**config.mk**
```make
export PLATFORM = sky130hd
export DESIGN_NAME = mecanum_wheel_speed_allocator
export DESIGN_NICKNAME = d
export VERILOG_FILES = /design/src/rtl/mwsa_pkg.sv /design/src/rtl/mwsa_div.sv /design/src/rtl/mwsa_seq.sv /design/src/rtl/mwsa_dp.sv /design/src/rtl/mecanum_wheel_speed_allocator.sv
export SDC_FILE = /design/constraint.sdc
export NUM_CORES = 2
export LEC_CHECK = 0
export BUFFER_PORTS_ARGS = -buffer_cell sky130_fd_sc_hd__buf_2
export CAP_MARGIN = 20
export CORE_MARGIN = 2
export CORE_UTILIZATION = 45
export DETAILED_ROUTE_END_ITERATION = 10
export PLACE_DENSITY_LB_ADDON = 0.15
export SLEW_MARGIN = 20
export SYNTH_ARGS = -nofsm -noshare
export SYNTH_HDL_FRONTEND = slang
export SYNTH_HIERARCHICAL = 1
export SYNTH_SLANG_ARGS = --single-unit
export TNS_END_PERCENT = 20
```
**constraint.sdc**
```tcl
create_clock -name clk -period 20.5 [get_ports clk]
set_input_delay 2.05 -clock clk [delete_from_list [all_inputs] [get_ports clk]]
set_output_delay 2.05 -clock clk [all_outputs]
set_load 0.01 [all_outputs]
```
**src/rtl/mwsa_pkg.sv**
```systemverilog
package mwsa_pkg;

  // field widths
  localparam int CMD_W  = 15;
  localparam int MEAS_W = 16;
  localparam int CFG_W  = 14;
  localparam int WHL_W  = 17;   // raw wheel sum, signed
  localparam int MAG_W  = 16;   // wheel magnitude
  localparam int TOT_W  = 18;   // sum of four magnitudes
  localparam int BUD_W  = 16;   // 4 * budget
  localparam int PRD_W  = MAG_W + BUD_W;
  localparam int QUO_W  = 16;
  localparam int REF_W  = 15;
  localparam int KIN_W  = 17;
  localparam int ERR_W  = 19;
  localparam int IN_DATA_W  = 112;
  localparam int OUT_DATA_W = 136;

  localparam logic [CFG_W-1:0] BUDGET_RESET = 14'd8500;
  localparam logic signed [WHL_W-1:0] REF_CLAMP_HI = 17'sd8500;
  localparam logic signed [WHL_W-1:0] REF_CLAMP_LO = -17'sd8500;

  typedef logic [3:0] step_t;

  // microprogram addresses
  localparam step_t STEP_IDLE  = 4'd0;
  localparam step_t STEP_SUM   = 4'd1;
  localparam step_t STEP_CHECK = 4'd2;
  localparam step_t STEP_MUL   = 4'd3;
  localparam step_t STEP_DIV0  = 4'd4;
  localparam step_t STEP_WAIT0 = 4'd5;
  localparam step_t STEP_DIV1  = 4'd6;
  localparam step_t STEP_WAIT1 = 4'd7;
  localparam step_t STEP_DIV2  = 4'd8;
  localparam step_t STEP_WAIT2 = 4'd9;
  localparam step_t STEP_DIV3  = 4'd10;
  localparam step_t STEP_WAIT3 = 4'd11;
  localparam step_t STEP_WB3   = 4'd12;
  localparam step_t STEP_CLAMP = 4'd13;
  localparam step_t STEP_KIN   = 4'd14;
  localparam step_t STEP_LOOP  = 4'd15;

  typedef enum logic [2:0] {
    COND_NEVER,
    COND_NO_INPUT,
    COND_NO_SCALE,
    COND_DIV_BUSY,
    COND_OUT_BUSY,
    COND_ALWAYS
  } cond_t;

  typedef struct packed {
    logic  load;    // take an input beat, form wheel sums
    logic  sum;     // total of magnitudes
    logic  mul;     // head wheel magnitude * budget, rotate wheels
    logic  dstart;  // start divider on product
    logic  wb;      // push signed quotient into result queue
    logic  clamp;   // clamp all wheels
    logic  kin;     // kinematics, error, output register
    cond_t cond;
    step_t target;
  } ctrl_t;

  typedef struct packed {
    logic in_valid;
    logic no_scale;
    logic div_busy;
    logic out_busy;
  } status_t;

  function automatic ctrl_t ucode(input step_t step);
    ctrl_t w;
    begin
      w = '0;
      w.cond = COND_NEVER;
      w.target = STEP_IDLE;
      case (step)
        STEP_IDLE: begin
          w.load = 1'b1;
          w.cond = COND_NO_INPUT;
          w.target = STEP_IDLE;
        end
        STEP_SUM: begin
          w.sum = 1'b1;
        end
        STEP_CHECK: begin
          w.cond = COND_NO_SCALE;
          w.target = STEP_CLAMP;
        end
        STEP_MUL: begin
          w.mul = 1'b1;
        end
        STEP_DIV0: begin
          w.dstart = 1'b1;
          w.mul = 1'b1;
        end
        STEP_WAIT0: begin
          w.cond = COND_DIV_BUSY;
          w.target = STEP_WAIT0;
        end
        STEP_DIV1: begin
          w.wb = 1'b1;
          w.dstart = 1'b1;
          w.mul = 1'b1;
        end
        STEP_WAIT1: begin
          w.cond = COND_DIV_BUSY;
          w.target = STEP_WAIT1;
        end
        STEP_DIV2: begin
          w.wb = 1'b1;
          w.dstart = 1'b1;
          w.mul = 1'b1;
        end
        STEP_WAIT2: begin
          w.cond = COND_DIV_BUSY;
          w.target = STEP_WAIT2;
        end
        STEP_DIV3: begin
          w.wb = 1'b1;
          w.dstart = 1'b1;
        end
        STEP_WAIT3: begin
          w.cond = COND_DIV_BUSY;
          w.target = STEP_WAIT3;
        end
        STEP_WB3: begin
          w.wb = 1'b1;
        end
        STEP_CLAMP: begin
          w.clamp = 1'b1;
        end
        STEP_KIN: begin
          w.kin = 1'b1;
          w.cond = COND_OUT_BUSY;
          w.target = STEP_KIN;
        end
        STEP_LOOP: begin
          w.cond = COND_ALWAYS;
          w.target = STEP_IDLE;
        end
        default: begin
          w.cond = COND_ALWAYS;
          w.target = STEP_IDLE;
        end
      endcase
      return w;
    end
  endfunction

endpackage

```
**src/rtl/mwsa_div.sv**
```systemverilog
// Radix-4 restoring divider, two quotient bits per cycle.
// Caller guarantees quotient fits QUO_W bits (dividend < divisor << QUO_W).
module mwsa_div (
  input  logic                            clk,
  input  logic                            rst,
  input  logic                            start,
  input  logic [mwsa_pkg::PRD_W-1:0]      dividend,
  input  logic [mwsa_pkg::TOT_W-1:0]      divisor,
  output logic                            busy,
  output logic [mwsa_pkg::QUO_W-1:0]      quotient
);

  localparam int QW    = mwsa_pkg::QUO_W;
  localparam int DW    = mwsa_pkg::TOT_W;
  localparam int ITERS = QW / 2;
  localparam int CW    = $clog2(ITERS + 1);

  logic [DW-1:0] rem;
  logic [QW-1:0] sh;     // low dividend bits in, quotient bits out
  logic [CW-1:0] cnt;

  logic [DW:0]   t1, t2;
  logic          ge1, ge2;
  logic [DW-1:0] r1, r2;

  always_comb begin
    t1  = {rem, sh[QW-1]};
    ge1 = t1 >= {1'b0, divisor};
    r1  = ge1 ? DW'(t1 - {1'b0, divisor}) : t1[DW-1:0];
    t2  = {r1, sh[QW-2]};
    ge2 = t2 >= {1'b0, divisor};
    r2  = ge2 ? DW'(t2 - {1'b0, divisor}) : t2[DW-1:0];
  end

  always_ff @(posedge clk) begin
    if (rst) begin
      cnt <= '0;
    end else if (start) begin
      cnt <= CW'(ITERS);
    end else if (cnt != '0) begin
      cnt <= cnt - CW'(1);
    end
  end

  always_ff @(posedge clk) begin
    if (start) begin
      rem <= DW'(dividend[mwsa_pkg::PRD_W-1:QW]);
      sh  <= dividend[QW-1:0];
    end else if (cnt != '0) begin
      rem <= r2;
      sh  <= {sh[QW-3:0], ge1, ge2};
    end
  end

  // last step still in flight at cnt == 1: result is ready for the next step
  assign busy     = cnt > CW'(1);
  assign quotient = sh;

endmodule

```
**src/rtl/mwsa_seq.sv**
```systemverilog
// Microprogram sequencer: step counter, control ROM, conditional jump.
module mwsa_seq (
  input  logic                clk,
  input  logic                rst,
  input  mwsa_pkg::status_t   status,
  output mwsa_pkg::ctrl_t     ctrl
);

  mwsa_pkg::step_t pc, pc_next;
  logic            take;

  assign ctrl = mwsa_pkg::ucode(pc);

  always_comb begin
    case (ctrl.cond)
      mwsa_pkg::COND_NEVER:    take = 1'b0;
      mwsa_pkg::COND_NO_INPUT: take = !status.in_valid;
      mwsa_pkg::COND_NO_SCALE: take = status.no_scale;
      mwsa_pkg::COND_DIV_BUSY: take = status.div_busy;
      mwsa_pkg::COND_OUT_BUSY: take = status.out_busy;
      mwsa_pkg::COND_ALWAYS:   take = 1'b1;
      default:                 take = 1'b0;
    endcase
    pc_next = take ? ctrl.target : pc + mwsa_pkg::step_t'(1);
  end

  always_ff @(posedge clk) begin
    if (rst) begin
      pc <= mwsa_pkg::STEP_IDLE;
    end else begin
      pc <= pc_next;
    end
  end

endmodule

```
**src/rtl/mwsa_dp.sv**
```systemverilog
// Datapath: wheel ring, magnitude total, multiplier, divider, clamp,
// kinematics and output register.
module mwsa_dp (
  input  logic                                  clk,
  input  logic                                  rst,
  input  mwsa_pkg::ctrl_t                       ctrl,
  input  logic [mwsa_pkg::CFG_W-1:0]            max_wheel_speed,
  input  logic                                  s_axis_tvalid,
  input  logic [mwsa_pkg::IN_DATA_W-1:0]        s_axis_tdata,
  input  logic                                  m_axis_tready,
  output logic                                  m_axis_tvalid,
  output logic [mwsa_pkg::OUT_DATA_W-1:0]       m_axis_tdata,
  output mwsa_pkg::status_t                     status
);

  localparam int WW = mwsa_pkg::WHL_W;
  localparam int EW = mwsa_pkg::ERR_W;
  localparam int PW = mwsa_pkg::PRD_W;

  function automatic logic [mwsa_pkg::MAG_W-1:0] mag16(input logic signed [WW-1:0] v);
    logic signed [WW-1:0] n;
    begin
      n = -v;
      mag16 = v[WW-1] ? n[mwsa_pkg::MAG_W-1:0] : v[mwsa_pkg::MAG_W-1:0];
    end
  endfunction

  function automatic logic signed [WW-1:0] clip(input logic signed [WW-1:0] v);
    begin
      if (v > mwsa_pkg::REF_CLAMP_HI) clip = mwsa_pkg::REF_CLAMP_HI;
      else if (v < mwsa_pkg::REF_CLAMP_LO) clip = mwsa_pkg::REF_CLAMP_LO;
      else clip = v;
    end
  endfunction

  // input unpack
  logic signed [WW-1:0] vx, vy, vw;
  logic signed [EW-1:0] m0, m1, m2, m3, fdb_in;

  assign vx = {{2{s_axis_tdata[14]}}, s_axis_tdata[14:0]};
  assign vy = {{2{s_axis_tdata[29]}}, s_axis_tdata[29:15]};
  assign vw = {{2{s_axis_tdata[44]}}, s_axis_tdata[44:30]};
  assign m0 = {{3{s_axis_tdata[60]}}, s_axis_tdata[60:45]};
  assign m1 = {{3{s_axis_tdata[76]}}, s_axis_tdata[76:61]};
  assign m2 = {{3{s_axis_tdata[92]}}, s_axis_tdata[92:77]};
  assign m3 = {{3{s_axis_tdata[108]}}, s_axis_tdata[108:93]};

  // vx+vy+vw of measured speeds, quarter-rpm: m0 - m1 - m2 - 3*m3
  assign fdb_in = m0 - m1 - m2 - {m3[EW-2:0], 1'b0} - m3;

  logic load_fire, kin_fire, out_busy;
  assign load_fire = ctrl.load && s_axis_tvalid;
  assign out_busy  = m_axis_tvalid && !m_axis_tready;
  assign kin_fire  = ctrl.kin && !out_busy;

  logic [mwsa_pkg::BUD_W-1:0] budget;
  assign budget = {max_wheel_speed, 2'b00};

  // wheel ring: FL, FR, BL, BR; mul reads the head and rotates
  logic signed [WW-1:0] w [4];
  logic signed [WW-1:0] res [4];     // scaled wheels, queued in order
  logic [mwsa_pkg::TOT_W-1:0] total;
  logic [mwsa_pkg::PRD_W-1:0] product;
  logic product_neg, div_neg;
  logic signed [EW-1:0] pend_fdb, prev_fdb;

  logic div_busy;
  logic [mwsa_pkg::QUO_W-1:0] quo;
  logic signed [WW-1:0] quo_pos, quo_signed;

  assign quo_pos    = {1'b0, quo};
  assign quo_signed = div_neg ? -quo_pos : quo_pos;

  mwsa_div u_div (
    .clk      (clk),
    .rst      (rst),
    .start    (ctrl.dstart),
    .dividend (product),
    .divisor  (total),
    .busy     (div_busy),
    .quotient (quo)
  );

  always_ff @(posedge clk) begin
    if (load_fire) begin
      w[0] <= vx + vy - vw;
      w[1] <= -vx + vy - vw;
      w[2] <= vx - vy - vw;
      w[3] <= -vx - vy - vw;
      pend_fdb <= fdb_in;
    end else if (ctrl.mul) begin
      w[0] <= w[1];
      w[1] <= w[2];
      w[2] <= w[3];
      w[3] <= w[0];
    end else if (ctrl.clamp) begin
      for (int i = 0; i < 4; i++) begin
        w[i] <= clip(status.no_scale ? w[i] : res[i]);
      end
    end
    if (ctrl.sum) begin
      total <= {2'b00, mag16(w[0])} + {2'b00, mag16(w[1])}
             + {2'b00, mag16(w[2])} + {2'b00, mag16(w[3])};
    end
    if (ctrl.mul) begin
      product     <= PW'(mag16(w[0])) * PW'(budget);
      product_neg <= w[0][WW-1];
    end
    if (ctrl.dstart) begin
      div_neg <= product_neg;
    end
    if (ctrl.wb) begin
      res[0] <= res[1];
      res[1] <= res[2];
      res[2] <= res[3];
      res[3] <= quo_signed;
    end
  end

  // kinematics on clamped wheels
  logic signed [WW-1:0] kin_x, kin_y, kin_w;
  logic signed [EW-1:0] err;

  assign kin_x = w[0] - w[1] + w[2] - w[3];
  assign kin_y = w[0] + w[1] - w[2] - w[3];
  assign kin_w = -(w[0] + w[1] + w[2] + w[3]);
  assign err   = {{2{kin_x[WW-1]}}, kin_x} + {{2{kin_y[WW-1]}}, kin_y}
               + {{2{kin_w[WW-1]}}, kin_w} - prev_fdb;

  logic [mwsa_pkg::REF_W-1:0] o_fl, o_fr, o_bl, o_br;
  logic [mwsa_pkg::KIN_W-1:0] o_x, o_y, o_w;
  logic [mwsa_pkg::ERR_W-1:0] o_err;

  always_ff @(posedge clk) begin
    if (rst) begin
      m_axis_tvalid <= 1'b0;
      prev_fdb      <= '0;
    end else if (kin_fire) begin
      m_axis_tvalid <= 1'b1;
      prev_fdb      <= pend_fdb;
    end else if (m_axis_tready) begin
      m_axis_tvalid <= 1'b0;
    end
  end

  always_ff @(posedge clk) begin
    if (kin_fire) begin
      o_fl  <= w[0][mwsa_pkg::REF_W-1:0];
      o_fr  <= w[1][mwsa_pkg::REF_W-1:0];
      o_bl  <= w[2][mwsa_pkg::REF_W-1:0];
      o_br  <= w[3][mwsa_pkg::REF_W-1:0];
      o_x   <= kin_x;
      o_y   <= kin_y;
      o_w   <= kin_w;
      o_err <= err;
    end
  end

  assign m_axis_tdata = {6'b0, o_err, o_w, o_y, o_x, o_br, o_bl, o_fr, o_fl};

  assign status.in_valid = s_axis_tvalid;
  assign status.no_scale = total <= {2'b00, budget};
  assign status.div_busy = div_busy;
  assign status.out_busy = out_busy;

endmodule

```
**src/rtl/mecanum_wheel_speed_allocator.sv**
```systemverilog
// Channel   Dir  Handshake                        Payload
// s_axis    in   s_axis_tvalid / s_axis_tready    s_axis_tdata[111:0], chassis cmd + motor speeds
// m_axis    out  m_axis_tvalid / m_axis_tready    m_axis_tdata[135:0], wheel refs, kinematics, error
// cfg       in   cfg_valid / cfg_ready            cfg_data[13:0], max_wheel_speed
//
// One item at a time. An item that needs no scaling runs from its input beat
// through the sum, check, clamp, kinematics and loop steps; one that is scaled
// also uses the shared radix-4 divider (a start step plus eight two-bit
// iterations per wheel, four wheels in turn) and one multiplier. A result waiting
// in the output register does not block the next input beat; only the final
// kinematics step waits for it to drain.
// Reset is synchronous and active high: budget returns to 8500, the stored
// feedback sum to zero. cfg_ready is always high.
module mecanum_wheel_speed_allocator (
  input  logic         clk,
  input  logic         rst,
  // cmd_forward[14:0], cmd_lateral[29:15], cmd_rotate[44:30],
  // meas_front_left[60:45], meas_front_right[76:61],
  // meas_back_left[92:77], meas_back_right[108:93], zero pad [111:109]
  input  logic         s_axis_tvalid,
  output logic         s_axis_tready,
  input  logic [111:0] s_axis_tdata,
  // ref_front_left[14:0], ref_front_right[29:15], ref_back_left[44:30],
  // ref_back_right[59:45], ref_vx_quarters[76:60], ref_vy_quarters[93:77],
  // ref_vw_quarters[110:94], speed_error_quarters[129:111], zero pad [135:130]
  output logic         m_axis_tvalid,
  input  logic         m_axis_tready,
  output logic [135:0] m_axis_tdata,
  // max_wheel_speed
  input  logic         cfg_valid,
  output logic         cfg_ready,
  input  logic [13:0]  cfg_data
);

  mwsa_pkg::ctrl_t   ctrl;
  mwsa_pkg::status_t status;

  // per-wheel budget; total budget is four times this
  logic [mwsa_pkg::CFG_W-1:0] max_wheel_speed;

  assign cfg_ready = 1'b1;

  always_ff @(posedge clk) begin
    if (rst) begin
      max_wheel_speed <= mwsa_pkg::BUDGET_RESET;
    end else if (cfg_valid) begin
      max_wheel_speed <= cfg_data;
    end
  end

  // input is taken only at the idle step of the microprogram
  assign s_axis_tready = ctrl.load;

  mwsa_seq u_seq (
    .clk    (clk),
    .rst    (rst),
    .status (status),
    .ctrl   (ctrl)
  );

  mwsa_dp u_dp (
    .clk             (clk),
    .rst             (rst),
    .ctrl            (ctrl),
    .max_wheel_speed (max_wheel_speed),
    .s_axis_tvalid   (s_axis_tvalid),
    .s_axis_tdata    (s_axis_tdata),
    .m_axis_tready   (m_axis_tready),
    .m_axis_tvalid   (m_axis_tvalid),
    .m_axis_tdata    (m_axis_tdata),
    .status          (status)
  );

endmodule

```
; Yosys cells after proc, flatten, opt, wreduce, memory -nomap -nowiden
; Memory sizes are Yosys's and may differ from the RTL's.
; Index checks and enable logic that the tools add are counted.
[classes]
eq_ne = 20
reduce_logical = 14
muxes = 68
bitwise_logic = 8
add_sub_neg = 37
magnitude_cmp = 12
n_mul = 1
[ops]
columns = operator, n
row1 = 17-bit 2-to-1 mux, 33
row2 = 16-bit 2-to-1 mux, 8
row3 = 19-bit subtractor, 4
row4 = 17-bit adder, 4
row5 = "17-bit by 15-bit greater-than comparator with 1-bit output, second input constant", 4
row6 = "17-bit by 15-bit less-than comparator with 1-bit output, second input constant", 4
row7 = 17-bit subtractor, 4
row8 = 16-bit negation, 4
row9 = 7-bit one-hot mux with 8 select lines, 1
row10 = 17-bit by 15-bit subtractor with 17-bit output, 3
row11 = 19-bit by 18-bit greater-or-equal comparator with 1-bit output, 2
row12 = 18-bit by 16-bit adder with 18-bit output, 2
row13 = 18-bit 2-to-1 mux, 2
row14 = 18-bit subtractor, 2
row15 = 16-bit by 15-bit subtractor with 17-bit output, 2
row16 = "4-bit == test, second input constant", 8
row17 = 16-bit by 14-bit multiplier with 30-bit output, 1
row18 = 1-bit 2-to-1 mux, 20
row19 = 19-bit adder, 1
row20 = 17-bit by 17-bit adder with 18-bit output, 1
row21 = 18-bit by 16-bit less-or-equal comparator with 1-bit output, 1
row22 = 16-bit by 16-bit adder with 17-bit output, 1
row23 = 17-bit by 15-bit adder with 17-bit output, 1
row24 = 15-bit negation with 17-bit output, 1
row25 = 24 further kinds, 46
[word_totals]
regBits = 275
n_memories = 2
in_bits = 131
out_inout_bits = 139
ram_bits = 136
wordCells = 185
[mem_list]
columns = name, depth, word_bits, read_ports, rd_clocked_by_memory_dff, write_ports, line_no
row1 = u_dp.res, 4, 17, 4, 0, 4, mwsa_dp.sv:61  ; logic signed [WW-1:0] res [4];
row2 = u_dp.w, 4, 17, 4, 0, 4, mwsa_dp.sv:60  ; logic signed [WW-1:0] w [4];

; Longest topological paths before layout
[depth]
depth_word = 9
mapped_depth = 35
mapped_depth_nobuf = 35

; Modules after synthesis
; The synthesis kept the hierarchy.
[modules_own_cells]
columns = module, seq_area_each_um2, area_each_um2, cells_each, n_inst
row1 = mwsa_dp, 10430.0, 36711.5, 3678, 1
row2 = mwsa_div, 1081.0, 3867.5, 413, 1
row3 = mwsa_seq, 80.1, 633.1, 75, 1
row4 = mecanum_wheel_speed_allocator, 280.3, 526.8, 47, 1

; Worst setup path after synthesis
; No wires, ideal clock.
[synth_path]
kind = register -> register
start = memory u_dp/w[0][0] (netlist name)
end = register u_dp/product[31] (netlist name) (data pin)
path_stages_with_launch = 30
synth_period_minus_slack_ps = 7524
setup_ps = 260
required_ps = 20240
t_arrival_ps = 7264
path_buffers = 1
slack_ps = 12976
path_cell_list = edfxtp_1 inv_1 buf_1 ha_1 nand2_1 o41ai_1 xnor2_1 and2_1 fa_1 inv_1 fa_1 inv_1 fa_1 fa_1 fa_1 inv_1 fa_1 inv_1 ha_1 a21o_1 a21oi_1 o21ai_0 o2bb2ai_1 a31oi_1 a21boi_0 o21a_1 a2111oi_0 o21bai_1 a21oi_1 xnor2_1
[synth_rtl]
columns = element, line_no
row1 = start: declaration, mwsa_dp.sv:60
row2 = end signal: assignment, mwsa_dp.sv:106  ; product <= PW'(mag16(w[0])) * PW'(budget);
row3 = end: declaration, mwsa_dp.sv:63  ; logic [mwsa_pkg::PRD_W-1:0] product;

==> results_dict.tcl <==
set metrics [dict create \
    hold_buffers 0 \
    drtAntennaViolNets 0 \
    setup_viol 0 \
    fin_util_pct 50.21 \
    cts_buffers 50 \
    min_period_ns 8.933 \
    grt_pass1_wl_mm 192.7 \
    crit_fanout 15 \
    start_util_pct 45.45 \
    r2r_slack_ns 11.57 \
    vias 31970 \
    status "finished, final reports clean" \
    max-cap-violations 0 \
    ctsRootBufferMaster "clkbuf_16" \
    grt_setup_unrepaired "false" \
    crit_path_end_kind "register" \
    yosys_warnings 6 \
    wl_mm 127.0 \
    slowest_delay_ns 0.56 \
    grt_util_all_layers_pct 26.82 \
    grt_pass1_vias 31900 \
    worstSetupPathType "register to register" \
    die_w_um 308.5 \
    io_pins 270 \
    fillers 8617 \
    synth_area_um2 41730 \
    die-area_um2 95180 \
    drc 0 \
    clock-skew-final_ns 0.04172 \
    start_kind "register" \
    maxSlewHeadroom_pct 24.47 \
    cts.clk_slew.worst_paths_ns 0.06 \
    portBuffers 259 \
    regToRegEndpoint "u_dp/product[31]$_DFFE_PP_" \
    fin_crit_sh_pct 43.58 \
    tightest_slew_ns 1.130 \
    syn_avg_cell_area_um2 9.909 \
    drt-vias-per-instance 5.579 \
    place.gp.congestion 0.9609 \
    required_ns 20.86 \
    nNetsFinal 5361 \
    path_buf_inv 6 \
    cts_max_path_buffers 3 \
    wl_per_cell_um 22.17 \
    crit_family "adder cells" \
    die_h_um 308.5 \
    report.final.slew_viol_count 0 \
    cpMostUsedCell "fa_1" \
    netlist_instances 4211 \
    drt_iter0_drc 2589 \
    reg2reg_depth 29 \
    insertion_delay_ns 0.64 \
    dr.pass1.iters 6 \
    r2r_start "u_dp/w[0][1]$_DFFE_PP_" \
    syn_to_final_growth_pct 10.46 \
    cts_resized 0 \
    grt_max_degree 90 \
    rows 111 \
    grt-ovfl-total 0 \
    arrival_ns 9.29 \
    cp_slowest_cell "o41ai_1" \
    tns_ns 0 \
    drive_gt1_share_pct 10.72 \
    hold_end "u_dp/div_neg$_DFFE_PP_" \
    clock.fmax_ghz 0.1119 \
    tritoncts "yes" \
    cts_max_level 2 \
    coreArea_um2 91800 \
    hold_viol_final 0 \
    antenna_found_initial 8 \
    cts_setup_buffers 0 \
    hold_start "u_dp/product_neg$_DFFE_PP_" \
    hold_path_class "register to register" \
    dp_hpwl_mm 100.2 \
    cts_sinks 410 \
    whs_path_depth 0 \
]
==> placed cells by master (no fill, tap or decap), types with 28 or more instances in the layout <==
cell	count
o21a_1	31
o31ai_1	35
a211oi_1	36
a31oi_1	31
a21oi_1	210
nand2_1	320
inv_1	632
nor2b_1	39
clkbuf_16	52
buf_4	58
a21o_1	77
xor2_1	79
fa_1	412
o21bai_1	37
nand3_1	63
nand4_1	28
dfxtp_1	44
nor3_1	62
buf_2	259
xnor2_1	238
mux2_2	30
edfxtp_1	366
ha_1	369
o21ai_0	171
nor2_1	287
and2_1	75
==> metal layers <==
| layer | routed length [um] | vias to the layer above | track usage (%) |
|---|---|---|---|
| met4 | 5702 | 10 | 10.97 |
| met3 | 10230 | 250 | 4.996 |
| met5 | 69 | - | 0 |
| li1 | - | 14790 | - |
| met1 | 53100 | 15690 | 35.58 |
| met2 | 57930 | 1225 | 43.21 |
==> sequential cells by signal (all words and copies together), names as in the netlist, 16 cells and up <==
register and flops:
u_dp/o_err 19, u_dp/o_w 16, u_dp/o_x 17, u_dp/o_y 17, u_dp/pend_fdb 19, u_dp/prev_fdb 19
u_dp/product 30, u_dp/res 68, u_dp/total 18, u_dp/u_div/quotient 16, u_dp/u_div/rem 18, u_dp/w 68
==> stage by stage <==
step | setup WS (ns) | cell area, um2 | std cells | hold slack, ns
final | 11.57 | 46090 | 5730 | 0.4249
after global routing | 11.02 | 46090 | 5730 | 0.4453
after CTS | 11.54 | 46090 | 5728 | 0.4243
after detailed placement | 11.60 | 44430 | 5640 | 0.4099
after global placement | 11.63 | 44430 | 5640 | 0.4048
after floorplan | 12.98 | 41750 | 4218 | 0.4003
==> final cells by class <==
type                    count  area (um2)  share of cell area [%]
diodes                      2       5.005                 0.01086
repair buffers            317        1732                   3.757
inverters                 636        2392                   5.190
well taps                1243        1555                   3.374
clock inverters            22       279.0                  0.6053
clock buffers              66        1384                   3.002
multi-input cells        3034       26870                   58.30
flip-flops and latches    410       11870                   25.76
==> worst max-delay path by stage <==
stage                                start                         end  slack, ns  cells after the start
floorplan           u_dp/w[0][0]$_DFFE_PP_  u_dp/product[31]$_DFFE_PP_      12.98                     29
finish              u_dp/w[0][1]$_DFFE_PP_  u_dp/product[31]$_DFFE_PP_      11.57                     29
CTS                 u_dp/w[0][1]$_DFFE_PP_  u_dp/product[31]$_DFFE_PP_      11.54                     29
detailed placement  u_dp/w[0][1]$_DFFE_PP_  u_dp/product[31]$_DFFE_PP_      11.60                     29
global placement    u_dp/w[0][1]$_DFFE_PP_  u_dp/product[31]$_DFFE_PP_      11.63                     29
global route        u_dp/w[0][1]$_DFFE_PP_  u_dp/product[31]$_DFFE_PP_      11.02                     29
Power is left out: the tool's default activity adds up to more than one toggle a clock period on the data nets, which glitch-free logic cannot reach.
